--- src/rtl/mse_pkg.sv ---
package mse_pkg;

  // Operation codes on the input channel
  localparam logic [2:0] OP_CLEAR    = 3'd0;
  localparam logic [2:0] OP_LOAD     = 3'd1;
  localparam logic [2:0] OP_PLAY_FWD = 3'd2;
  localparam logic [2:0] OP_PLAY_REV = 3'd3;
  localparam logic [2:0] OP_TICK     = 3'd4;

  // Configuration register indexes
  localparam int CFG_IDX_W  = 2;
  localparam int CFG_DATA_W = 8;
  localparam logic [CFG_IDX_W-1:0] REG_BITS_PER_CHAR = 2'd0;
  localparam logic [CFG_IDX_W-1:0] REG_CHAR_OFFSET   = 2'd1;
  localparam logic [CFG_IDX_W-1:0] REG_PAD_BITS      = 2'd2;

  // Register reset values and limits
  localparam logic [3:0] BPC_RESET    = 4'd5;
  localparam logic [3:0] BPC_MIN      = 4'd2;
  localparam logic [3:0] BPC_MAX      = 4'd8;
  localparam logic [6:0] OFFSET_RESET = 7'd48;
  localparam logic [7:0] PAD_RESET    = 8'd75;

  // Command queue between front and back
  localparam int QUEUE_DEPTH = 2;
  localparam int QUEUE_AW    = 1;

  typedef enum logic [1:0] {
    K_CLEAR,
    K_LOAD,
    K_PLAY,
    K_TICK
  } kind_t;

  typedef struct packed {
    kind_t      kind;
    logic       rev;
    logic [6:0] data;
    logic [7:0] coded;
  } cmd_t;

  typedef struct packed {
    logic [3:0] bpc;
    logic [7:0] pad_bits;
  } cfg_t;

  typedef enum logic [1:0] {
    PH_IDLE,
    PH_LEAD,
    PH_DATA,
    PH_TRAIL
  } phase_t;

  typedef enum logic {
    BK_FETCH,
    BK_EXEC
  } back_state_t;

  // Mask for the data bits of a character (bpc already clamped to 2..8)
  function automatic logic [6:0] data_mask(logic [3:0] bpc);
    return 7'h7F >> (BPC_MAX - bpc);
  endfunction

  // Clamp raw bits_per_char into 2..8
  function automatic logic [3:0] clamp_bpc(logic [3:0] raw);
    logic [3:0] res;
    res = raw;
    if (raw < BPC_MIN) res = BPC_MIN;
    else if (raw > BPC_MAX) res = BPC_MAX;
    return res;
  endfunction

  // Data bits with odd parity placed directly above them
  function automatic logic [7:0] code_char(logic [6:0] d_in, logic [3:0] bpc);
    logic [6:0] d;
    logic [7:0] par;
    d   = d_in & data_mask(bpc);
    par = 8'(~^d) << (bpc - 4'd1);
    return {1'b0, d} | par;
  endfunction

endpackage

--- src/rtl/mse_queue.sv ---
module mse_queue import mse_pkg::*; (
  input  logic clk,
  input  logic rst_n,
  input  logic push,
  input  cmd_t push_cmd,
  output logic full,
  input  logic pop,
  output cmd_t pop_cmd,
  output logic empty
);

  cmd_t                slot_r [QUEUE_DEPTH];
  logic [QUEUE_AW-1:0] wr_ptr_r;
  logic [QUEUE_AW-1:0] rd_ptr_r;
  logic [QUEUE_AW:0]   fill_r;

  assign full    = fill_r == (QUEUE_AW+1)'(QUEUE_DEPTH);
  assign empty   = fill_r == '0;
  assign pop_cmd = slot_r[rd_ptr_r];

  // Pointers and fill level
  always_ff @(posedge clk) begin
    if (!rst_n) begin
      wr_ptr_r <= '0;
      rd_ptr_r <= '0;
      fill_r   <= '0;
    end else begin
      if (push) wr_ptr_r <= wr_ptr_r + 1'b1;
      if (pop)  rd_ptr_r <= rd_ptr_r + 1'b1;
      case ({push, pop})
        2'b10:   fill_r <= fill_r + 1'b1;
        2'b01:   fill_r <= fill_r - 1'b1;
        default: ;
      endcase
    end
  end

  // Entry storage
  always_ff @(posedge clk) begin
    if (push) begin
      slot_r[wr_ptr_r] <= push_cmd;
    end
  end

endmodule

--- config.mk ---
export PLATFORM = sky130hd
export DESIGN_NAME = mse_queue
export DESIGN_NICKNAME = d
export VERILOG_FILES = /design/src/rtl/mse_pkg.sv /design/src/rtl/mse_queue.sv
export SDC_FILE = /design/constraint.sdc
export NUM_CORES = 1
export LEC_CHECK = 0
export BUFFER_PORTS_ARGS = -buffer_cell sky130_fd_sc_hd__buf_4
export CAP_MARGIN = 20
export CORE_ASPECT_RATIO = 0.6
export CORE_MARGIN = 1.5
export CORE_UTILIZATION = 35
export CTS_CLUSTER_DIAMETER = 100
export DETAILED_ROUTE_END_ITERATION = 12
export GPL_ROUTABILITY_DRIVEN = 1
export PLACE_DENSITY = 0.57
export SYNTH_ARGS = -nofsm -noshare
export SYNTH_HDL_FRONTEND = slang
export SYNTH_SLANG_ARGS = --single-unit
--- constraint.sdc ---
create_clock -name clk -period 1.7 [get_ports clk]
set_input_delay 0.17 -clock clk [delete_from_list [all_inputs] [get_ports clk]]
set_output_delay 0.17 -clock clk [all_outputs]
set_load 0.02 [all_outputs]
# After elaboration in Yosys (flattened, before gate mapping)
# Memories as Yosys holds them, arrays and structs flattened. A register that Yosys moved wholly into a read port is not among the register bits.
# Cells that the tools add are included.
[word_totals] reg_bits=4 mem_bits_rw=36 output_inout_bits=20 word_cells=18 memories=1
[memory_table] memory="slot_r" words=2 width=18 rd=1 rd_ports_with_merged_regs=1 write_ports=1 line="mse_queue.sv:12" source="cmd_t slot_r [QUEUE_DEPTH];"
[classes] addsub=4 eq_ne=3 muxes=5 n_reduce_logical=2
[ops] op="2-bit == test (second input constant)" count=2
[ops] op="1-bit 2-to-1 mux" count=4
[ops] op="2-bit case mux with 2 select lines" count=1
[ops] op="1-bit adder (second input constant)" count=2
[ops] op="2-bit by 1-bit adder with 2-bit output (second input constant)" count=1
[ops] op="2-bit by 1-bit == test with 1-bit output (second input constant)" count=1
[ops] op="2-bit logical NOT" count=1
[ops] op="2-bit nonzero test" count=1
[ops] op="2-bit by 1-bit subtractor with 2-bit output (second input constant)" count=1

# Logic depth before layout (Yosys ltp)
# Gate-level depths: netlist of run 1.
[depth] depth_word=3 ltp_mapped=5

# Worst setup path after synthesis of run 1
# Ideal clock, no wire load.
[synth_timing] path_kind="reg-to-reg" from="register wr_ptr_r" to="memory slot_r[0][0] in the netlist's numbering, enable pin" arrival_ns=1.121 required_ns=1.306 slack_ns=0.185 path_stages_with_launch=2 period_less_slack_ns=1.515 cell_sequence="dfxtp_1 nor2_1"
[synth_rtl] item="start, declared" line="mse_queue.sv:13" source="logic [QUEUE_AW-1:0] wr_ptr_r;"
[synth_rtl] item="start signal, assigned" line="mse_queue.sv:28" source="if (push) wr_ptr_r <= wr_ptr_r + 1'b1;"
[synth_rtl] item="end, declared" line="mse_queue.sv:12"
# Straight into the memory's write port.

==> results of run 1 <==
layer usage:
layer / global-route usage [%] / share of wire, % / vias up
met5: 0 / 0 / -
met4: 6.349 / 1.6 / 0
met3: 4.448 / 5.5 / 5
met2: 18.32 / 49 / 23
met1: 14.43 / 43 / 386
li1: - / - / 390
power by group:
group | leakage, nW | switching (mW) | internal [mW] | total [mW]
combinational | 0.336 | 0.163 | 0.170 | 0.333
sequential | 0.379 | 0.0185 | 1.16 | 1.18
clock | 0.0430 | 0.303 | 0.276 | 0.579
placed cells by master, fill, tap and decap left out:
master	count
clkinv_1	2
o21ai_0	1
and2_1	4
ha_1	1
clkinv_2	1
nor2b_1	1
nor2_1	1
xor2_1	1
nor2_2	1
or3_1	1
clkbuf_8	5
and2b_2	1
mux2_2	18
buf_4	45
edfxtp_1	36
dfxtp_1	5
xnor2_1	2
o21a_1	1
a21boi_1	1
inv_1	1
area by class of cell:
class                   count  area (µm²)  area share (%)
flip-flops and latches     41        1181           59.15
well taps                  60       75.07           3.759
multi-input cells          34       317.8           15.91
clock inverters             3       12.51          0.6266
clock buffers               5       68.82           3.446
repair buffers             45       337.8           16.92
inverters                   1       3.754          0.1880
kinds of logic after synthesis:
group | after synthesis
AOI/OAI and AO/OA | 3
adders and majority gates | 1
buffers and inverters | 3
xor gates and xnor gates | 3
and+or+nand+nor | 9
muxes | 18
DFF | 41
per-stage QoR:
stage	setup WS [ns]	power (mW)	utilization (%)	hold WS, ns	instance area (µm²)
after detailed placement	0.5015	1.536	46.48	0.3602	1916
final	0.2105	2.089	48.45	0.06731	1997
after global placement	0.5225	1.529	46.48	0.3547	1916
after CTS	0.1934	2.118	48.45	0.05603	1997
after floorplan	0.1851	1.381	-	0.2689	1510
after global routing	0.1489	2.199	48.45	0.04634	1997
worst register-to-register path, cell delays in order, from the launching register on:
cell and delay, ns:
dfxtp_1 0.35, and2_1 0.13, buf_4 0.27
registers in the layout, indices dropped and copies added, names as in the netlist, named ones only:
register,cells
slot_r,36
fill_r,2
rd_ptr_r,1
wr_ptr_r,1
how the worst min path moves through the flow:
stage	endpoint	slack [ns]
after CTS	slot_r[0][3]	0.06
after floorplan	slot_r[0][0]	0.27
after global routing	slot_r[0][6]	0.05
after detailed placement	slot_r[1][3]	0.36
final	slot_r[1][12]	0.07
after global placement	slot_r[0][9]	0.35
==> run_results.csv, run 1 <==
group,metric,value,unit
outcome,status,"finished clean",
setup_path,start_kind,"register",
floorplanning,num_rows,18,
route,wl_per_cell,12.92,µm
timing,period_share,87.62,%
floorplanning,fp.dieW,87.80,µm
setup_path,worst-r2r-cell-count,2,
cells_and_area,diodes,0,
setup_path,worstSetupEndpointType,"primary output",
timing,tns,0,ns
route,drt_iter0_drc,23,
yosys,synth_mux_area_share,13.42,%
floorplanning,die_area,4731,µm²
yosys,synth_top_area_share,71.58,%
power_and_ir_drop,peakVddDrop,0.5745,mV
setup_path,slowest_delay,0.36,ns
setup_path,critPathSlowestCell,"mux2_2",
placement,dp_hpwl,1651,µm
yosys,synth_nets,101,
setup_path,critPathBufInv,2,
yosys,syn_area_per_cell,19.36,µm²
route,drtAntennaViolNets,0,
yosys,yosysUniqueCellTypes,16,
setup_path,crit_arrival,1.32,ns
cells_and_area,fin_nets,151,
floorplanning,initial_core_util,36.64,%
yosys,ys.warnings.count,0,
clocking,htreeDepth,2,
yosys,synth_simple_gate_area_share,3.563,%
yosys,synth-edff-count,36,
setup_path,cp_cell_sequence,"buf_4 -> mux2_2 -> buf_4",
yosys,synth_top_family_by_area,"multiplexers",
timing,max_freq,0.6713,GHz
grt,grt_pass1_vias,839,
setup_path,path_depth,3,
yosys,seq_area_frac_synth,78.21,%
yosys,synth_top_area_cell,"edfxtp_1",
yosys,async_flop_share,0,%
clocking,hold_buffers,0,
setup_path,crit_family,"multiplexers",
setup_path,crit_end,"pop_cmd[13]",
route,viasPerCell,4.254,
timing,finalHoldViolCount,0,
timing,fin_crit,1.490,ns
setup_path,crit_fanout,9,
grt,globalRouteTotalUtil,11.77,%
placement,gp_congestion,0.6048,
min_path,holdCritStartpoint,"push_cmd[12]",
cells_and_area,syn_to_final_growth,32.23,%
power_and_ir_drop,power_leakage,0.7589,nW
placement,dp.cells,181,
clocking,cts_buffer_depth,2,
grt,grt_pass1_wl,3891,µm
yosys,yosysMostFrequentCell,"edfxtp_1",
setup_path,r2r-end,"slot_r[1][11]",
power_and_ir_drop,powerDensity,1046,nW/µm²
clocking,clk_pin_slew,0.07,ns
clocking,postCtsResizedCells,0,
timing,slew_violations,0,
yosys,synth_cells,78,
yosys,synth-compound-area-share,1.326,%
route,wirelength,2442,µm
clocking,clockRootBuffer,"clkbuf_8",
clocking,post_cts_buffers,0,
min_path,min_path_type,"input pin to register",
yosys,synth-xor-area-share,1.740,%
yosys,synth.area.top_cells,"edfxtp_1 72%, mux2_2 13%, dfxtp_1 6.6%",
timing,finClkSkew,0.001282,ns
floorplanning,core,4121,µm²
setup_path,worstPathRequired,1.53,ns
yosys,ys_seq_elements,41,
setup_path,timing.rr.start,"wr_ptr_r",
grt,antenna_found_initial,0,
grt,grt_remaining_overflow,0,
clocking,worstSkewPairLatency,0.28,ns
floorplanning,die_h,53.88,µm
min_path,min_path_cells,1,
placement,port-buffer-count,41,
timing,rsz0062_at_grt,"false",
clocking,cts_inserted_buffers,5,
timing,worst_slew_pin_slew,0.2685,ns
cells_and_area,drive_gt1_share,55.04,%
cells_and_area,fillers,372,
setup_path,regToRegSetupSlack,0.63,ns
clocking,cts.sinks,41,
floorplanning,io_pins,42,
setup_path,crit_path_frequent_cell,"buf_4",
clocking,cts_tree,"built",
timing,finalSetupViolCount,0,
cells_and_area,fin_cells,189,
grt,grt_max_degree,20,
route,route.detailed.drc,0,
flow_run,drv_cap,0,
timing,relSlewSlack,82.10,%
route,vias,804,
route,firstDrtPassIters,2,
yosys,synth_common_cells,"36 x edfxtp_1, 18 x mux2_2, 5 x dfxtp_1",
setup_path,path_class,"register to primary output",
yosys,synth_ff_type,"edfxtp_1",
yosys,syn_area,1510,µm²
yosys,synthAdderAreaFrac,0.8285,%
(Power assumes the default switching activity.)
==> run 2, diff against run 1 <==
--- a/config.mk
+++ b/config.mk
@@ -10,10 +10,11 @@
 export CORE_ASPECT_RATIO = 0.6
 export CORE_MARGIN = 1.5
 export CORE_UTILIZATION = 35
-export CTS_CLUSTER_DIAMETER = 100
+export CTS_CLUSTER_DIAMETER = 60
 export DETAILED_ROUTE_END_ITERATION = 12
 export GPL_ROUTABILITY_DRIVEN = 1
 export PLACE_DENSITY = 0.57
+export RECOVER_POWER = 100
 export SYNTH_ARGS = -nofsm -noshare
 export SYNTH_HDL_FRONTEND = slang
 export SYNTH_SLANG_ARGS = --single-unit
==> run 2 against run 1 <==
Die area stayed put. Non-clock buffer count stayed put. Cell count stayed put. Clock skew hardly changed. Sequential share of layout area is 2.8 points higher. First-iteration DRC count is 8.7% higher. Count of clock-buffer cells in the layout stayed put. Power is 2.2% lower. Wire length is 1.5% lower. Worst setup slack worse by 0.011 ns.
==> run_results.csv, run 2 (synthesis results as in run 1) <==
group,metric,value,unit
cells_and_area,drive_gt1_share,37.98,%
timing,worst_slew_pin_slew,0.5263,ns
power_and_ir_drop,pwr-share-clk,28.5,%
timing,worst_hold_slack,0.09028,ns
power_and_ir_drop,powerDensity,1071,nW/µm²
placement,dp_hpwl,1651,µm
clocking,cts_inserted_buffers,5,
cells_and_area,fin_util,46.27,%
power_and_ir_drop,swShare,23.79,%
route,vias,799,
clocking,cts_buffer_depth,2,
power_and_ir_drop,power_leakage,0.6713,nW
timing,relSlewSlack,64.91,%
flow_run,drv_cap,0,
clocking,cts_tree,"built",
min_path,min_path_type,"input pin to register",
grt,grt_pass1_vias,839,
cells_and_area,largest_reg_flops,36,
floorplanning,die_h,53.88,µm
grt,globalRouteTotalUtil,11.77,%
power_and_ir_drop,p_int,1.556,mW
cells_and_area,final_cell_mix,"36 x edfxtp_1, 21 x clkbuf_1, 18 x mux2_2, 13 x clkbuf_4, 7 x buf_4",
clocking,hold_buffers,0,
timing,period_share,88.29,%
timing,finClkSkew,0.001338,ns
route,firstDrtPassIters,2,
power_and_ir_drop,p_sw,485.9,µW
floorplanning,core,4121,µm²
cells_and_area,largest_register,"slot_r",
timing,slew_violations,0,
setup_path,crit_arrival,1.33,ns
floorplanning,die_area,4731,µm²
setup_path,crit_fanout,9,
timing,max_freq,0.6662,GHz
setup_path,critPathSlowestCell,"mux2_2",
grt,grt_max_degree,20,
cells_and_area,syn_to_final_growth,26.26,%
setup_path,start_kind,"register",
power_and_ir_drop,pwr-share-seq,57.6,%
placement,gp_congestion,0.6048,
power_and_ir_drop,peakVddDrop,0.5714,mV
placement,dpl_worst_slack,0.5015,ns
clocking,cts.sinks,41,
timing,rsz0062_at_grt,"false",
floorplanning,initial_core_util,36.64,%
timing,fin_crit,1.501,ns
timing,finalHoldViolCount,0,
timing,tns,0,ns
grt,antenna_found_initial,0,
timing,setup_ws,0.1990,ns
grt,grt_pass1_wl,3891,µm
cells_and_area,fin_nets,151,
setup_path,cp_cell_sequence,"buf_4 -> mux2_2 -> clkbuf_1",
placement,port-buffer-count,41,
setup_path,worstSetupEndpointType,"primary output",
clocking,clockRootBuffer,"clkbuf_8",
route,wirelength,2406,µm
setup_path,slowest_delay,0.36,ns
cells_and_area,diodes,0,
clocking,post_cts_buffers,0,
route,route.detailed.drc,0,
route,wl_per_cell,12.73,µm
setup_path,path_class,"register to primary output",
timing,finalSetupViolCount,0,
clocking,postCtsResizedCells,0,
clocking,clk_pin_slew,0.07,ns
floorplanning,fp.dieW,87.80,µm
outcome,status,"finished clean",
power_and_ir_drop,power.total,2.042,mW
route,viasPerCell,4.228,
floorplanning,num_rows,18,
cells_and_area,layout_commonest_cell,"edfxtp_1",
clocking,worstSkewPairLatency,0.28,ns
route,drt_iter0_drc,25,
cells_and_area,top_regs,"slot_r: 36 flops, fill_r: 2 flops",
clocking,htreeDepth,2,
setup_path,worstPathRequired,1.53,ns
floorplanning,io_pins,42,
grt,grt_remaining_overflow,0,
route,drtAntennaViolNets,0,
power_and_ir_drop,p_comb_share,13.9,%
run 2: changes by cell type in the layout (fill, tap and decap cells not counted), sizes merged:
| cell | change |
|---|---|
| buf | -37 |
| clkbuf | +37 |
run 2: worst max-delay path, delay by kind of cell, from the launching register on:
family	cells	cell delay [ns]
mux	1	0.36
flops	1	0.33
buf+inv	2	0.35
run 2: final timing paths:
check / slack [ns] / to / from / depth (start not counted)
max reg2reg: 0.43 / slot_r[1][11] / wr_ptr_r / 2
min: 0.09 / slot_r[1][3] / push_cmd[3] / 1
max: 0.20 / pop_cmd[13] / register / 3
min reg2reg: 0.51 / fill_r[1] / fill_r[1] / 2
run 2: cell type report:
class                   instances  area [µm²]
clock buffers                   5       68.82
clock inverters                 3       12.51
fillers                       393        2215
inverters                       1       3.754
multi-input cells              34       317.8
flip-flops and latches         41        1181
well taps                      60       75.07
repair buffers                 45       247.7
run 2: stage by stage:
stage | std cells | area, µm²
floorplan | 78 | 1510
global placement | 181 | 1916
detailed placement | 181 | 1916
CTS | 189 | 1997
global route | 189 | 1907
finish | 189 | 1907
run 2: power groups by stage:
stage	sequential [mW]	combinational, mW	clock (mW)
floorplan	1.19	0.188	0
global placement	1.20	0.333	0
detailed placement	1.20	0.337	0
CTS	1.18	0.338	0.603
global route	1.18	0.314	0.655
finish	1.18	0.285	0.582
run 2: per-layer routing:
metal | vias to the layer above | track usage [%] | wire [µm]
li1 | 391 | - | -
met1 | 380 | 14.43 | 1052
met5 | - | 0 | 0
met4 | 0 | 6.349 | 40
met3 | 5 | 4.448 | 130
met2 | 23 | 18.32 | 1183
==> run 3, diff against run 2 <==
--- a/config.mk
+++ b/config.mk
@@ -15,6 +15,7 @@
 export GPL_ROUTABILITY_DRIVEN = 1
 export PLACE_DENSITY = 0.57
 export RECOVER_POWER = 100
+export SLEW_MARGIN = 20
 export SYNTH_ARGS = -nofsm -noshare
 export SYNTH_HDL_FRONTEND = slang
 export SYNTH_SLANG_ARGS = --single-unit
==> constraint.sdc (replaced) <==
create_clock -name clk -period 1.7 [get_ports clk]
set_input_delay 0.51 -clock clk [delete_from_list [all_inputs] [get_ports clk]]
set_output_delay 0.51 -clock clk [all_outputs]
set_load 0.02 [all_outputs]
==> run 3 against run 2 <==
The run now ends with negative setup slack left. Clock skew rose by 0.0044 ns. Global-route usage rose by 0.14 points. Cell area rose by 12%. Flip-flop and latch count did not move. Count of clock-buffer cells in the layout rose by 1. Die area did not move. Combinational power rose by 42%. First-iteration DRC count fell by 28%. Non-clock buffer count rose by 2. Critical endpoint is now pop_cmd[14]. Largest cell class unchanged. Largest power group unchanged. Highest routed layer unchanged.
==> run_results.csv, run 3 (synthesis results as in run 1) <==
group,metric,value,unit
route,drtAntennaViolNets,0,
timing,max_freq,0.5603,GHz
setup_path,start_kind,"register",
clocking,cts.sinks,41,
floorplanning,io_pins,42,
route,firstDrtPassIters,4,
timing,finalHoldViolCount,0,
timing,finalSetupViolCount,18,
clocking,cts_inserted_buffers,5,
flow_run,drv_cap,0,
setup_path,path_class,"register to primary output",
cells_and_area,final_cell_mix,"36 x edfxtp_1, 19 x buf_6, 18 x mux2_4, 12 x clkbuf_1, 12 x clkbuf_4",
grt,grt_pass1_wl,3995,µm
power_and_ir_drop,powerDensity,1020,nW/µm²
cells_and_area,largest_reg_flops,36,
placement,port-buffer-count,41,
timing,slew_violations,0,
route,viasPerCell,4.356,
setup_path,worstSetupEndpointType,"primary output",
setup_path,worstPathRequired,1.19,ns
placement,dp_hpwl,1762,µm
route,route.detailed.drc,0,
timing,setup_ws,-0.08466,ns
setup_path,crit_fanout,8,
route,wl_per_cell,13.82,µm
clocking,clockRootBuffer,"clkbuf_8",
cells_and_area,top_regs,"slot_r: 36 flops, fill_r: 2 flops",
clocking,cts_tree,"built",
clocking,clk_pin_slew,0.08,ns
power_and_ir_drop,peakVddDrop,0.4102,mV
floorplanning,num_rows,18,
cells_and_area,fillers,363,
cells_and_area,layout_commonest_cell,"edfxtp_1",
power_and_ir_drop,power.total,2.183,mW
clocking,worstSkewPairLatency,0.28,ns
power_and_ir_drop,power_leakage,0.8275,nW
route,vias,832,
clocking,htreeDepth,2,
cells_and_area,stdcell_area,2140,µm²
route,wirelength,2639,µm
timing,rsz0062_at_grt,"true",
cells_and_area,drive_gt1_share,48.09,%
timing,relSlewSlack,56.08,%
floorplanning,fp.dieW,87.80,µm
grt,grt_remaining_overflow,0,
cells_and_area,diodes,0,
floorplanning,core,4121,µm²
floorplanning,die_h,53.88,µm
timing,tns,-1.266,ns
grt,antenna_found_initial,0,
clocking,cts_buffer_depth,2,
setup_path,crit_arrival,1.27,ns
cells_and_area,largest_register,"slot_r",
outcome,status,"finished, violations left",
floorplanning,initial_core_util,36.64,%
grt,grt_max_degree,19,
grt,globalRouteTotalUtil,11.91,%
clocking,hold_buffers,0,
floorplanning,die_area,4731,µm²
cells_and_area,fin_util,51.91,%
route,drt_iter0_drc,18,
cells_and_area,fin_nets,153,
timing,fin_crit,1.785,ns
placement,placed_area,1936,µm²
grt,grt_pass1_vias,809,
placement,gp_congestion,0.6456,
min_path,min_path_type,"input pin to register",
timing,finClkSkew,0.005728,ns
clocking,post_cts_buffers,0,
outcome,violations,"negative setup slack",
timing,worst_slew_pin_slew,0.6588,ns
cells_and_area,syn_to_final_growth,41.67,%
timing,period_share,105.0,%
-- run 3: worst paths after layout --
kind | from | slack [ns] | depth (start not counted) | end
min | push_cmd[5] | 0.43 | 1 | slot_r[0][5]
min reg2reg | fill_r[1] | 0.53 | 2 | fill_r[1]
max reg2reg | wr_ptr_r | 0.34 | 2 | slot_r[0][7]
max | register | -0.08 | 3 | pop_cmd[14]
-- run 3: layer usage --
layer	wire, µm	share of wire, %	GRT usage, %	vias to the layer above
met1	1241	47	15.32	406
met5	0	0	0	-
met2	1266	48	18.96	26
met3	120	4.5	4.294	2
li1	-	-	-	398
met4	10	0.38	3.968	0
-- run 3: cell type report --
class	count	area (µm²)	area share (%)
tap	60	75.07	3.509
inverter	1	3.754	0.1754
clock inverter	2	10.01	0.4678
clock buffer	6	72.57	3.392
sequential	41	1185	55.38
multi-input combinational	34	382.9	17.89
timing repair buffer	47	410.4	19.18
-- run 3: what timing repair did --
item,CTS,global route
hold endpoints to repair,0,0
cloned,1,0
endpoints found under the setup margin,18,18
resized for setup,40,0
-- run 3: through the flow --
stage	std cells	hold WS, ns	setup slack, ns
after floorplan	78	0.4662	0.09417
after global placement	182	0.4794	0.1633
after detailed placement	182	0.4983	0.1567
after CTS	191	0.4003	-0.1050
after global routing	191	0.4202	-0.1255
final	191	0.4325	-0.08466
-- run 3: power by group --
group	internal (mW)	switching (mW)	leakage [nW]	total [mW]
Sequential	1.16	0.0268	0.380	1.18
Clock	0.284	0.308	0.0450	0.593
Combinational	0.225	0.180	0.403	0.405
Total	1.67	0.515	0.828	2.18
-- run 3: critical path: stages (launching register included) --
cell and delay (ns):
dfxtp_4 0.40, buf_12 0.15, mux2_4 0.31, buf_6 0.13
