**src/rtl/mse_pkg.sv**
```systemverilog
package mse_pkg;

  // Operation codes on the input channel
  localparam logic [2:0] OP_CLEAR    = 3'd0;
  localparam logic [2:0] OP_LOAD     = 3'd1;
  localparam logic [2:0] OP_PLAY_FWD = 3'd2;
  localparam logic [2:0] OP_PLAY_REV = 3'd3;
  localparam logic [2:0] OP_TICK     = 3'd4;

  // Configuration register indexes
  localparam int CFG_IDX_W  = 2;
  localparam int CFG_DATA_W = 8;
  localparam logic [CFG_IDX_W-1:0] REG_BITS_PER_CHAR = 2'd0;
  localparam logic [CFG_IDX_W-1:0] REG_CHAR_OFFSET   = 2'd1;
  localparam logic [CFG_IDX_W-1:0] REG_PAD_BITS      = 2'd2;

  // Register reset values and limits
  localparam logic [3:0] BPC_RESET    = 4'd5;
  localparam logic [3:0] BPC_MIN      = 4'd2;
  localparam logic [3:0] BPC_MAX      = 4'd8;
  localparam logic [6:0] OFFSET_RESET = 7'd48;
  localparam logic [7:0] PAD_RESET    = 8'd75;

  // Command queue between front and back
  localparam int QUEUE_DEPTH = 2;
  localparam int QUEUE_AW    = 1;

  typedef enum logic [1:0] {
    K_CLEAR,
    K_LOAD,
    K_PLAY,
    K_TICK
  } kind_t;

  typedef struct packed {
    kind_t      kind;
    logic       rev;
    logic [6:0] data;
    logic [7:0] coded;
  } cmd_t;

  typedef struct packed {
    logic [3:0] bpc;
    logic [7:0] pad_bits;
  } cfg_t;

  typedef enum logic [1:0] {
    PH_IDLE,
    PH_LEAD,
    PH_DATA,
    PH_TRAIL
  } phase_t;

  typedef enum logic {
    BK_FETCH,
    BK_EXEC
  } back_state_t;

  // Mask for the data bits of a character (bpc already clamped to 2..8)
  function automatic logic [6:0] data_mask(logic [3:0] bpc);
    return 7'h7F >> (BPC_MAX - bpc);
  endfunction

  // Clamp raw bits_per_char into 2..8
  function automatic logic [3:0] clamp_bpc(logic [3:0] raw);
    logic [3:0] res;
    res = raw;
    if (raw < BPC_MIN) res = BPC_MIN;
    else if (raw > BPC_MAX) res = BPC_MAX;
    return res;
  endfunction

  // Data bits with odd parity placed directly above them
  function automatic logic [7:0] code_char(logic [6:0] d_in, logic [3:0] bpc);
    logic [6:0] d;
    logic [7:0] par;
    d   = d_in & data_mask(bpc);
    par = 8'(~^d) << (bpc - 4'd1);
    return {1'b0, d} | par;
  endfunction

endpackage

```
**src/rtl/mse_out_if.sv**
```systemverilog
interface mse_out_if;
  logic valid;
  logic ready;
  logic bit_value;
  logic first_half_level;
  logic second_half_level;
  logic driving;
  logic end_of_track;

  modport source (output valid, bit_value, first_half_level, second_half_level,
                  driving, end_of_track, input ready);
  modport sink   (input valid, bit_value, first_half_level, second_half_level,
                  driving, end_of_track, output ready);
endinterface

```
**src/rtl/mse_ram.sv**
```systemverilog
module mse_ram #(
  parameter int WIDTH = 8,
  parameter int DEPTH = 128
) (
  input  logic                     clk,
  input  logic                     we,
  input  logic [$clog2(DEPTH)-1:0] waddr,
  input  logic [WIDTH-1:0]         wdata,
  input  logic [$clog2(DEPTH)-1:0] raddr,
  output logic [WIDTH-1:0]         rdata
);

  logic [WIDTH-1:0] mem_r [DEPTH];
  logic [WIDTH-1:0] rdata_r;

  // One write port, one registered read port
  always_ff @(posedge clk) begin
    if (we) begin
      mem_r[waddr] <= wdata;
    end
    rdata_r <= mem_r[raddr];
  end

  assign rdata = rdata_r;

endmodule

```
**src/rtl/mse_back.sv**
```systemverilog
module mse_back import mse_pkg::*; #(
  parameter int TRACK_CHARS = 128
) (
  input  logic       clk,
  input  logic       rst_n,
  input  cfg_t       cfg,
  input  logic       empty,
  input  cmd_t       pop_cmd,
  output logic       pop,
  mse_out_if.source  out_ch
);

  localparam int AW = $clog2(TRACK_CHARS);
  localparam int CW = $clog2(TRACK_CHARS + 1);

  back_state_t state_r, state_nxt;
  cmd_t        cur_r;
  phase_t      phase_r, phase_nxt;
  logic        rev_r, rev_nxt;
  logic [CW-1:0] char_count_r, char_count_nxt;
  logic [CW-1:0] char_index_r, char_index_nxt;
  logic [6:0]  lrc_r, lrc_nxt;
  logic [2:0]  bit_index_r, bit_index_nxt;
  logic [7:0]  pad_count_r, pad_count_nxt;
  logic        level_r, level_nxt;

  logic out_valid_r, out_valid_nxt;
  logic out_bit_r, out_bit_nxt;
  logic out_first_r, out_first_nxt;
  logic out_second_r, out_second_nxt;
  logic out_drv_r, out_drv_nxt;
  logic out_eot_r, out_eot_nxt;

  logic          stall;
  logic          exec_go;
  logic          store_full;
  logic          ram_we;
  logic [CW-1:0] rd_idx;
  logic [7:0]    ram_rdata;

  // Tick datapath
  logic          is_lrc;
  logic [7:0]    cur_char;
  logic [3:0]    j4;
  logic [3:0]    pos4;
  logic          bit_val;
  logic          first_lvl;
  logic          second_lvl;
  logic [3:0]    bit_inc;
  logic [8:0]    pad_inc;

  assign store_full = char_count_r == CW'(TRACK_CHARS);
  assign stall      = (cur_r.kind == K_TICK) && out_valid_r && !out_ch.ready;

  // Store read follows the play position; data arrives in the execute cycle
  assign rd_idx = rev_r ? (char_count_r - char_index_r) : char_index_r;

  mse_ram #(.WIDTH(8), .DEPTH(TRACK_CHARS)) u_store (
    .clk   (clk),
    .we    (ram_we),
    .waddr (char_count_r[AW-1:0]),
    .wdata (cur_r.coded),
    .raddr (rd_idx[AW-1:0]),
    .rdata (ram_rdata)
  );

  // Sequencer next state
  always_comb begin
    state_nxt = state_r;
    case (state_r)
      BK_FETCH: if (!empty) state_nxt = BK_EXEC;
      BK_EXEC:  if (!stall) state_nxt = BK_FETCH;
      default:  state_nxt = BK_FETCH;
    endcase
  end

  // Sequencer outputs
  always_comb begin
    pop     = 1'b0;
    exec_go = 1'b0;
    case (state_r)
      BK_FETCH: pop     = !empty;
      BK_EXEC:  exec_go = !stall;
      default: ;
    endcase
  end

  // Cell bit and line levels
  always_comb begin
    if (rev_r) is_lrc = (char_index_r == '0) || (char_index_r > char_count_r);
    else       is_lrc = char_index_r >= char_count_r;
    cur_char = is_lrc ? code_char(lrc_r, cfg.bpc) : ram_rdata;
    j4       = {1'b0, bit_index_r};
    if (!rev_r)          pos4 = j4;
    else if (j4 < cfg.bpc) pos4 = cfg.bpc - 4'd1 - j4;
    else                 pos4 = 4'd0;
    bit_val    = (phase_r == PH_DATA) && cur_char[pos4[2:0]];
    first_lvl  = !level_r;
    second_lvl = first_lvl ^ bit_val;
    bit_inc    = j4 + 4'd1;
    pad_inc    = {1'b0, pad_count_r} + 9'd1;
  end

  // Command execution
  always_comb begin
    phase_nxt      = phase_r;
    rev_nxt        = rev_r;
    char_count_nxt = char_count_r;
    char_index_nxt = char_index_r;
    lrc_nxt        = lrc_r;
    bit_index_nxt  = bit_index_r;
    pad_count_nxt  = pad_count_r;
    level_nxt      = level_r;
    ram_we         = 1'b0;
    out_valid_nxt  = out_valid_r && !out_ch.ready;
    out_bit_nxt    = out_bit_r;
    out_first_nxt  = out_first_r;
    out_second_nxt = out_second_r;
    out_drv_nxt    = out_drv_r;
    out_eot_nxt    = out_eot_r;
    if (exec_go) begin
      case (cur_r.kind)
        K_CLEAR: begin
          char_count_nxt = '0;
          lrc_nxt        = '0;
          phase_nxt      = PH_IDLE;
        end
        K_LOAD: begin
          if (phase_r == PH_IDLE && !store_full) begin
            ram_we         = 1'b1;
            char_count_nxt = char_count_r + 1'b1;
            lrc_nxt        = lrc_r ^ cur_r.data;
          end
        end
        K_PLAY: begin
          rev_nxt        = cur_r.rev;
          level_nxt      = 1'b0;
          char_index_nxt = '0;
          bit_index_nxt  = '0;
          pad_count_nxt  = '0;
          phase_nxt      = (cfg.pad_bits == '0) ? PH_DATA : PH_LEAD;
        end
        K_TICK: begin
          out_valid_nxt  = 1'b1;
          out_bit_nxt    = 1'b0;
          out_first_nxt  = 1'b0;
          out_second_nxt = 1'b0;
          out_drv_nxt    = 1'b0;
          out_eot_nxt    = 1'b0;
          if (phase_r != PH_IDLE) begin
            out_bit_nxt    = bit_val;
            out_first_nxt  = first_lvl;
            out_second_nxt = second_lvl;
            out_drv_nxt    = 1'b1;
            level_nxt      = second_lvl;
            case (phase_r)
              PH_DATA: begin
                bit_index_nxt = bit_inc[2:0];
                if (bit_inc >= cfg.bpc) begin
                  bit_index_nxt = '0;
                  if (char_index_r >= char_count_r) begin
                    pad_count_nxt = '0;
                    if (cfg.pad_bits == '0) begin
                      out_eot_nxt = 1'b1;
                      phase_nxt   = PH_IDLE;
                    end else begin
                      phase_nxt = PH_TRAIL;
                    end
                  end else begin
                    char_index_nxt = char_index_r + 1'b1;
                  end
                end
              end
              PH_LEAD, PH_TRAIL: begin
                pad_count_nxt = pad_inc[7:0];
                if (pad_inc >= {1'b0, cfg.pad_bits}) begin
                  pad_count_nxt = '0;
                  if (phase_r == PH_LEAD) begin
                    phase_nxt = PH_DATA;
                  end else begin
                    out_eot_nxt = 1'b1;
                    phase_nxt   = PH_IDLE;
                  end
                end
              end
              default: ;
            endcase
          end
        end
        default: ;
      endcase
    end
  end

  // Control and play state
  always_ff @(posedge clk) begin
    if (!rst_n) begin
      state_r      <= BK_FETCH;
      phase_r      <= PH_IDLE;
      rev_r        <= 1'b0;
      char_count_r <= '0;
      char_index_r <= '0;
      lrc_r        <= '0;
      bit_index_r  <= '0;
      pad_count_r  <= '0;
      level_r      <= 1'b0;
      out_valid_r  <= 1'b0;
    end else begin
      state_r      <= state_nxt;
      phase_r      <= phase_nxt;
      rev_r        <= rev_nxt;
      char_count_r <= char_count_nxt;
      char_index_r <= char_index_nxt;
      lrc_r        <= lrc_nxt;
      bit_index_r  <= bit_index_nxt;
      pad_count_r  <= pad_count_nxt;
      level_r      <= level_nxt;
      out_valid_r  <= out_valid_nxt;
    end
  end

  // Command holding and result payload
  always_ff @(posedge clk) begin
    if (pop) begin
      cur_r <= pop_cmd;
    end
    out_bit_r    <= out_bit_nxt;
    out_first_r  <= out_first_nxt;
    out_second_r <= out_second_nxt;
    out_drv_r    <= out_drv_nxt;
    out_eot_r    <= out_eot_nxt;
  end

  assign out_ch.valid             = out_valid_r;
  assign out_ch.bit_value         = out_bit_r;
  assign out_ch.first_half_level  = out_first_r;
  assign out_ch.second_half_level = out_second_r;
  assign out_ch.driving           = out_drv_r;
  assign out_ch.end_of_track      = out_eot_r;

endmodule

```
**src/flat_wrapper.sv**
```systemverilog
// flat-port wrapper written by rule: the top's interface ports become plain ports
module mse_back_flat import mse_pkg::*;
#(
  parameter int TRACK_CHARS = 128
)
  (clk, rst_n, cfg, empty, pop_cmd, pop, out_ch_valid, out_ch_bit_value, out_ch_first_half_level, out_ch_second_half_level, out_ch_driving, out_ch_end_of_track, out_ch_ready);
  mse_out_if out_ch_i ();
  input  logic clk;
  input  logic rst_n;
  input  cfg_t cfg;
  input  logic empty;
  input  cmd_t pop_cmd;
  output logic pop;
  output wire logic [$bits(out_ch_i.valid)-1:0] out_ch_valid;
  output wire logic [$bits(out_ch_i.bit_value)-1:0] out_ch_bit_value;
  output wire logic [$bits(out_ch_i.first_half_level)-1:0] out_ch_first_half_level;
  output wire logic [$bits(out_ch_i.second_half_level)-1:0] out_ch_second_half_level;
  output wire logic [$bits(out_ch_i.driving)-1:0] out_ch_driving;
  output wire logic [$bits(out_ch_i.end_of_track)-1:0] out_ch_end_of_track;
  input wire logic [$bits(out_ch_i.ready)-1:0] out_ch_ready;
  assign out_ch_valid = out_ch_i.valid;
  assign out_ch_bit_value = out_ch_i.bit_value;
  assign out_ch_first_half_level = out_ch_i.first_half_level;
  assign out_ch_second_half_level = out_ch_i.second_half_level;
  assign out_ch_driving = out_ch_i.driving;
  assign out_ch_end_of_track = out_ch_i.end_of_track;
  assign out_ch_i.ready = out_ch_ready;
  mse_back #(.TRACK_CHARS(TRACK_CHARS)) u_core (.clk(clk), .rst_n(rst_n), .cfg(cfg), .empty(empty), .pop_cmd(pop_cmd), .pop(pop), .out_ch(out_ch_i));
endmodule
```
**config.mk**
```make
export PLATFORM = sky130hd
export DESIGN_NAME = mse_back_flat
export DESIGN_NICKNAME = d
export VERILOG_FILES = /design/src/rtl/mse_pkg.sv /design/src/rtl/mse_out_if.sv /design/src/rtl/mse_ram.sv /design/src/rtl/mse_back.sv /design/src/flat_wrapper.sv
export SDC_FILE = /design/constraint.sdc
export NUM_CORES = 1
export LEC_CHECK = 0
export BUFFER_PORTS_ARGS = -buffer_cell sky130_fd_sc_hd__buf_2
export CORE_ASPECT_RATIO = 0.5
export CORE_MARGIN = 2
export CORE_UTILIZATION = 68
export CTS_CLUSTER_SIZE = 8
export DETAILED_ROUTE_END_ITERATION = 10
export MAX_ROUTING_LAYER = met4
export PLACE_DENSITY = 0.85
export SKIP_LAST_GASP = 1
export SLEW_MARGIN = 0
export SYNTH_ARGS = -nofsm -noshare
export SYNTH_HDL_FRONTEND = slang
export SYNTH_HIERARCHICAL = 1
export SYNTH_SLANG_ARGS = --single-unit
```
**constraint.sdc**
```tcl
create_clock -name clk -period 11.6 [get_ports clk]
set_input_delay 1.16 -clock clk [delete_from_list [all_inputs] [get_ports clk]]
set_output_delay 1.16 -clock clk [all_outputs]
set_load 0.02 [all_outputs]
```
After elaboration in Yosys (flattened, before gate mapping)
Memories as Yosys holds them, arrays and structs flattened. A register that Yosys moved wholly into a read port is not among the register bits.
Cells that the tools add are included.
W data, S select, Z words.
- add/sub/neg operators: 8
- divide/modulo/power cells: 0
- equal/unequal tests: 16
- multiplexer cells: 56
- shifts and indexed selects: 2
- multiply operators: 0
- reductions and logical operators: 29
- $lt $le $gt $ge: 6
- bitwise gates (word level): 5
- operators by type and width (kind ; number):
    $mux W8 ; 10
    $pmux W8 S2 ; 4
    $mux W1 ; 20
    $add A8 B1 Y8 const B ; 2
    $logic_not A8 Y1 ; 2
    $mux W3 ; 5
    $mux W2 ; 7
    $mux W7 ; 2
    $pmux W7 S2 ; 1
    $ne A3 B3 Y1 const B ; 4
    $reduce_and A6 Y1 ; 2
    $add A8 B1 Y9 const B ; 1
    $ge A9 B8 Y1 ; 1
    $eq A2 B2 Y1 const B ; 4
    $eq A8 B8 Y1 const B ; 1
    $ge A8 B8 Y1 ; 1
    $gt A8 B8 Y1 ; 1
    $ne A2 B2 Y1 const B ; 4
    $or A7 B8 Y8 ; 1
    $shl A1 B4 Y8 ; 1
    $and A7 B7 Y7 ; 1
    $reduce_and A7 Y1 ; 1
    $reduce_xnor A7 Y1 ; 1
    $shr A7 B4 Y7 const A ; 1
    28 further kinds ; 44
- memories kept: 1
- latch bits: 0
- memory bits (writable): 1024
- output and inout port bits: 7
- bits in read-only memories: 0
- register bits after elaboration: 63
- memories (name ; words ; width ; rd ports ; clocked after Yosys merged registers in ; write ports ; line ; source):
    u_core.u_store.mem_r ; 128 ; 8 ; 1 ; 1 ; 1 ; mse_ram.sv:13 ; logic [WIDTH-1:0] mem_r [DEPTH];

Longest topological paths before layout
- word-level depth: 13
- mapped depth: 14
- gate-level depth less buffers: 12

Hierarchy
Netlist, hierarchy kept.
- by module, submodules not included (module ; instances ; cells an instance ; area an instance (µm²)):
    mse_ram ; 1 ; 1635 ; 39665.5
    mse_back ; 1 ; 503 ; 4406.7

Least setup slack after synthesis
Ideal clock, no wire load.
- path kind: input-to-reg
- start point: input cfg[8] (netlist name)
- end point: register u_core.out_second_r, in the netlist u_core/out_ch.second_half_level (data pin)
- setup slack: 7.810 ns
- buffers on the path: 1
- arrival: 3.529 ns
- stages: 12
- cells stage by stage: inv_1 > ha_1 > clkbuf_1 > nor2_1 > o211a_1 > a221oi_2 > mux2i_2 > mux2i_1 > o211ai_1 > a2111oi_4 > or3_1 > a21oi_1
- longest elaborated chain between the ends: 11
- elaborated cells between the ends (all ways): 16
- those cells by class: add/sub: 3; order compare: 1; shift: 2; mux: 5; bitwise: 3; reduce/logical: 2
- RTL lines (what ; line ; source):
    start, declared ; flat_wrapper.sv:10 ; input cfg_t cfg;
    $sub A4 B4 Y4 ; mse_pkg.sv:61 ; return 7'h7F >> (BPC_MAX - bpc);
    $shr A7 B4 Y7 ; mse_pkg.sv:61 ;
    $and A7 B7 Y7 ; mse_pkg.sv:77 ; d = d_in & data_mask(bpc);
    $reduce_xnor A7 Y1 ; mse_pkg.sv:78 ; par = 8'(~^d) << (bpc - 4'd1);
    $shl A1 B4 Y8 ; mse_pkg.sv:78 ;
    $or A7 B8 Y8 ; mse_pkg.sv:79 ; return {1'b0, d} | par;
    $mux W8 ; mse_back.sv:92 ; cur_char = is_lrc ? code_char(lrc_r, cfg.bpc) : ram_rdata;
    $bmux W1 S3 * ; mse_back.sv:97 ; bit_val = (phase_r == PH_DATA) && cur_char[pos4[2:0]];
    $mux W1 (not written as such) * ; mse_back.sv:97 ;
    $logic_and A1 B1 Y1 * ; mse_back.sv:97 ;
    $xor A1 B1 Y1 * ; mse_back.sv:99 ; second_lvl = first_lvl ^ bit_val;
    end signal, assigned ; mse_back.sv:229 ; out_second_r <= out_second_nxt;
    end, declared ; mse_back.sv:30 ; logic out_second_r, out_second_nxt;
Mark *: on every way between the ends. The rest lies on a longest branch, timed or not. The select of a mux whose other input is x is not followed.
A chain may end at the register's enable or synchronous reset.

Worst setup path after layout
- start point: register u_core.char_count_r[1]
- end point: register u_core.u_store.rdata_r[1], in the netlist u_core/u_store/rdata[1], read port of u_core.u_store.mem_r
- longest elaborated chain between the ends: 2
- RTL lines (what ; line ; source):
    start, declared ; mse_back.sv:20 ; logic [CW-1:0] char_count_r, char_count_nxt;
    start signal, assigned ; mse_back.sv:212 ; char_count_r <= char_count_nxt;
    $sub A7 B7 Y7 ; mse_back.sv:56 ; assign rd_idx = rev_r ? (char_count_r - char_index_r) : char_index_r;
    $mux W7 ; mse_back.sv:56 ;
    via u_core.rd_idx[2] ; mse_back.sv:38 ; logic [CW-1:0] rd_idx;
    end, declared ; mse_ram.sv:14 ; logic [WIDTH-1:0] rdata_r;
The timed path passes the listed nets, and every way through them passes these cells.

==> results.ini <==
[finish]
syn_to_final_growth_pct=12.54
ff_latch_area_um2=32400
multiInputGateArea_um2=11140
drive_above_1_share_pct=26.24
final_net_count=2345
stdcell_area_um2=49600
nFillCells=2675

[power_and_ir_drop]
p_int_w=0.006857
p_comb_share_pct=2.4
total_power_w=0.008740
seqPwrFrac_pct=49.9
ir_drop_v=0.0001418
power.density_nw_per_um2=176.2
p_clk_share_pct=47.7
power_switching_w=0.001883
netSwitchingFraction_pct=21.54
power.leakage_nw=15.26

[logic_synthesis]
syn_inst=2138
ys_types=67
syn_nets=2212
synth.cell_area_um2=44070
synth_edf_count=1047
ys_warn_count=6
ys_seq_area_share_pct=73.52
syn_area_per_cell_um2=20.61
ys_seq_elements=1095
synth_flop_cell=edfxtp_1
synthArstFlopShare_pct=0

[place]
gp_congestion=0.8792
io_buffers=40
hpwl_mm=65.17
dpl_cell_area_um2=45270

[die]
core_um2=63600
die_height_um=184.0
initial_core_util_pct=69.30
die_area_um2=66990
io_pins=41
rows=65
dieWidth_um=364.0

[global_route]
grt_pass1_vias=25199
grt.overflow.total=0
grt_max_degree=168
grt_pass1_wl_mm=189.0
grt_use_total_pct=42.33
antenna_found_initial=11

[detailed_routing]
ant_nets=0
first_iter_violations=5484
drtPass1Iterations=9
wl_per_cell_um=41.63
drc=0
viasPerCell=8.051
wl_mm=133.6
vias=25836

[clock_tree]
clockBufferDepth=3
clockRootBuffer=clkbuf_16
post_cts_buffers=0
cts-buffers-inserted=154
cts_hold_buf=0
cts_tree=built
path_clk_slew_ns=0.07
clock_sinks=1095
htree_levels=4
clock_latency_ns=0.74
post_cts_resized=0

[timing]
post-route-period-util_pct=57.83
final.setup.tns_ns=0
skew_ns=0.04054
max_freq_ghz=0.1491
setup_viol=0
rsz0062_at_grt=no
worstMarginPinSlew_ns=1.349
slew_headroom_pct=10.06
finalMaxSlewViolations=0
fin_crit_ns=6.708
finalHoldViolations=0

[setup_path]
path_class=register to register
worstPathMaxFanout=167
r2r_cells=11
critPathLaunchType=register
r2r-start=u_core/char_count_r[1]
required_ns=12.20
worstPathArrival_ns=7.31
setup.worst_path.start=u_core/char_count_r[1]
endpoint_kind=register

[min_path]
hold_depth=2
worstHoldPathType=register to register
holdCritStartpoint=u_core/lrc_r[5]

[job]
maxCapViolations=0

[status]
outcome=complete, no violations

[Yosys cell counts, drive strengths merged, types with 8 or more instances]
| master | instances | area share, % |
|---|---|---|
| and2 | 8 | 0.11 |
| mux4 | 337 | 17 |
| xor2 | 17 | 0.34 |
| nand3 | 27 | 0.31 |
| nand4 | 11 | 0.16 |
| edfxtp | 1047 | 71 |
| o21a | 10 | 0.17 |
| inv | 37 | 0.32 |
| buf | 48 | 0.59 |
| nand2 | 62 | 0.53 |
| clkbuf | 53 | 0.45 |
| xnor2 | 21 | 0.45 |
| dfxtp | 48 | 2.2 |
| nor2b | 18 | 0.26 |
| nor3 | 18 | 0.22 |
| a21oi | 19 | 0.22 |
| nand2b | 15 | 0.21 |
| ha | 38 | 1.1 |
| mux2 | 9 | 0.23 |
| o21ai | 38 | 0.43 |
| nor2 | 167 | 1.4 |
[cells in the final DEF (no fill, tap or decap), types with 37 or more instances in the layout]
cell and n:
buf_2 40, clkbuf_1 44, dfxtp_1 48, nor2_1 166, mux4_2 337, ha_1 38
clkbuf_16 158, edfxtp_1 1047, nand2_1 62, inv_1 37
[routing by layer]
metal  GRT usage (%)  wire [um]  vias to the layer above
met5               -          0                        -
met4           20.17       8948                        0
met3           13.97      22590                      763
met2           62.46      60600                     3341
met1           54.18      41470                    12650
li1                -          -                     9082
[worst max-delay path: stages (launching register included)]
cell	delay [ns]
dfxtp_1	0.82
inv_1	0.32
fa_1	0.58
xnor2_1	0.24
nand2_1	0.15
o21ai_4	0.55
buf_4	0.92
buf_12	0.84
mux4_2	0.47
mux4_2	0.57
mux4_2	0.59
mux2_2	0.31
[cell type report]
type / count / area share [%]
inverter: 37 / 0.2800
antenna: 13 / 0.06559
multi-input combinational: 905 / 22.47
timing repair buffer: 78 / 1.176
tap: 871 / 2.197
clock buffer: 202 / 8.304
clock inverter: 8 / 0.1867
sequential: 1095 / 65.32
[flip-flops by register name, summed over array words and instances, names as in the netlist, 2 cells and up]
signal                cells
u_core/u_store/mem_r   1024
u_core/pad_count_r        8
u_core/char_count_r       8
u_core/bit_index_r        3
u_core/char_index_r       8
u_core/u_store/rdata      8
u_core/cur_r             18
u_core/phase_r            2
u_core/lrc_r              7
[through the flow]
stage / cells / worst slack (ns) / hold WS [ns] / util (%)
finish: 3209 / 4.892 / 0.5266 / 77.99
floorplan: 2138 / 7.810 / 0.4715 / -
CTS: 3193 / 5.230 / 0.5222 / 77.81
global route: 3206 / 4.960 / 0.5438 / 77.98
detailed placement: 2983 / 5.633 / 0.5003 / 71.19
global placement: 2983 / 5.794 / 0.5029 / 71.19
[power by group through the flow]
| stage | Sequential [W] | Combinational, W | Clock [W] |
|---|---|---|---|
| after global placement | 0.00444 | 0.000176 | 0 |
| final | 0.00436 | 0.000211 | 0.00417 |
| after floorplan | 0.00446 | 0.0000962 | 0 |
| after CTS | 0.00436 | 0.000196 | 0.00417 |
| after global routing | 0.00436 | 0.000217 | 0.00432 |
| after detailed placement | 0.00444 | 0.000185 | 0 |
[final timing paths]
kind	end	slack [ns]
min reg2reg	u_core/lrc_r[5]	0.53
max reg2reg	u_core/u_store/rdata[1]	4.89
max	u_core/u_store/rdata[1]	4.89
min	u_core/lrc_r[5]	0.53
[kinds of logic after synthesis]
family                   Yosys count  share of synthesized area [%]
AO/OA/AOI/OAI                    114                          1.760
XOR/XNOR                          39                         0.8403
adder cells (fa/ha/maj)           40                          1.170
buffers and inverters            138                          1.357
flip-flops                      1095                          73.52
multiplexers                     351                          17.57
AND/OR/NAND/NOR                  361                          3.782
Power figures use the tool's default switching activity.
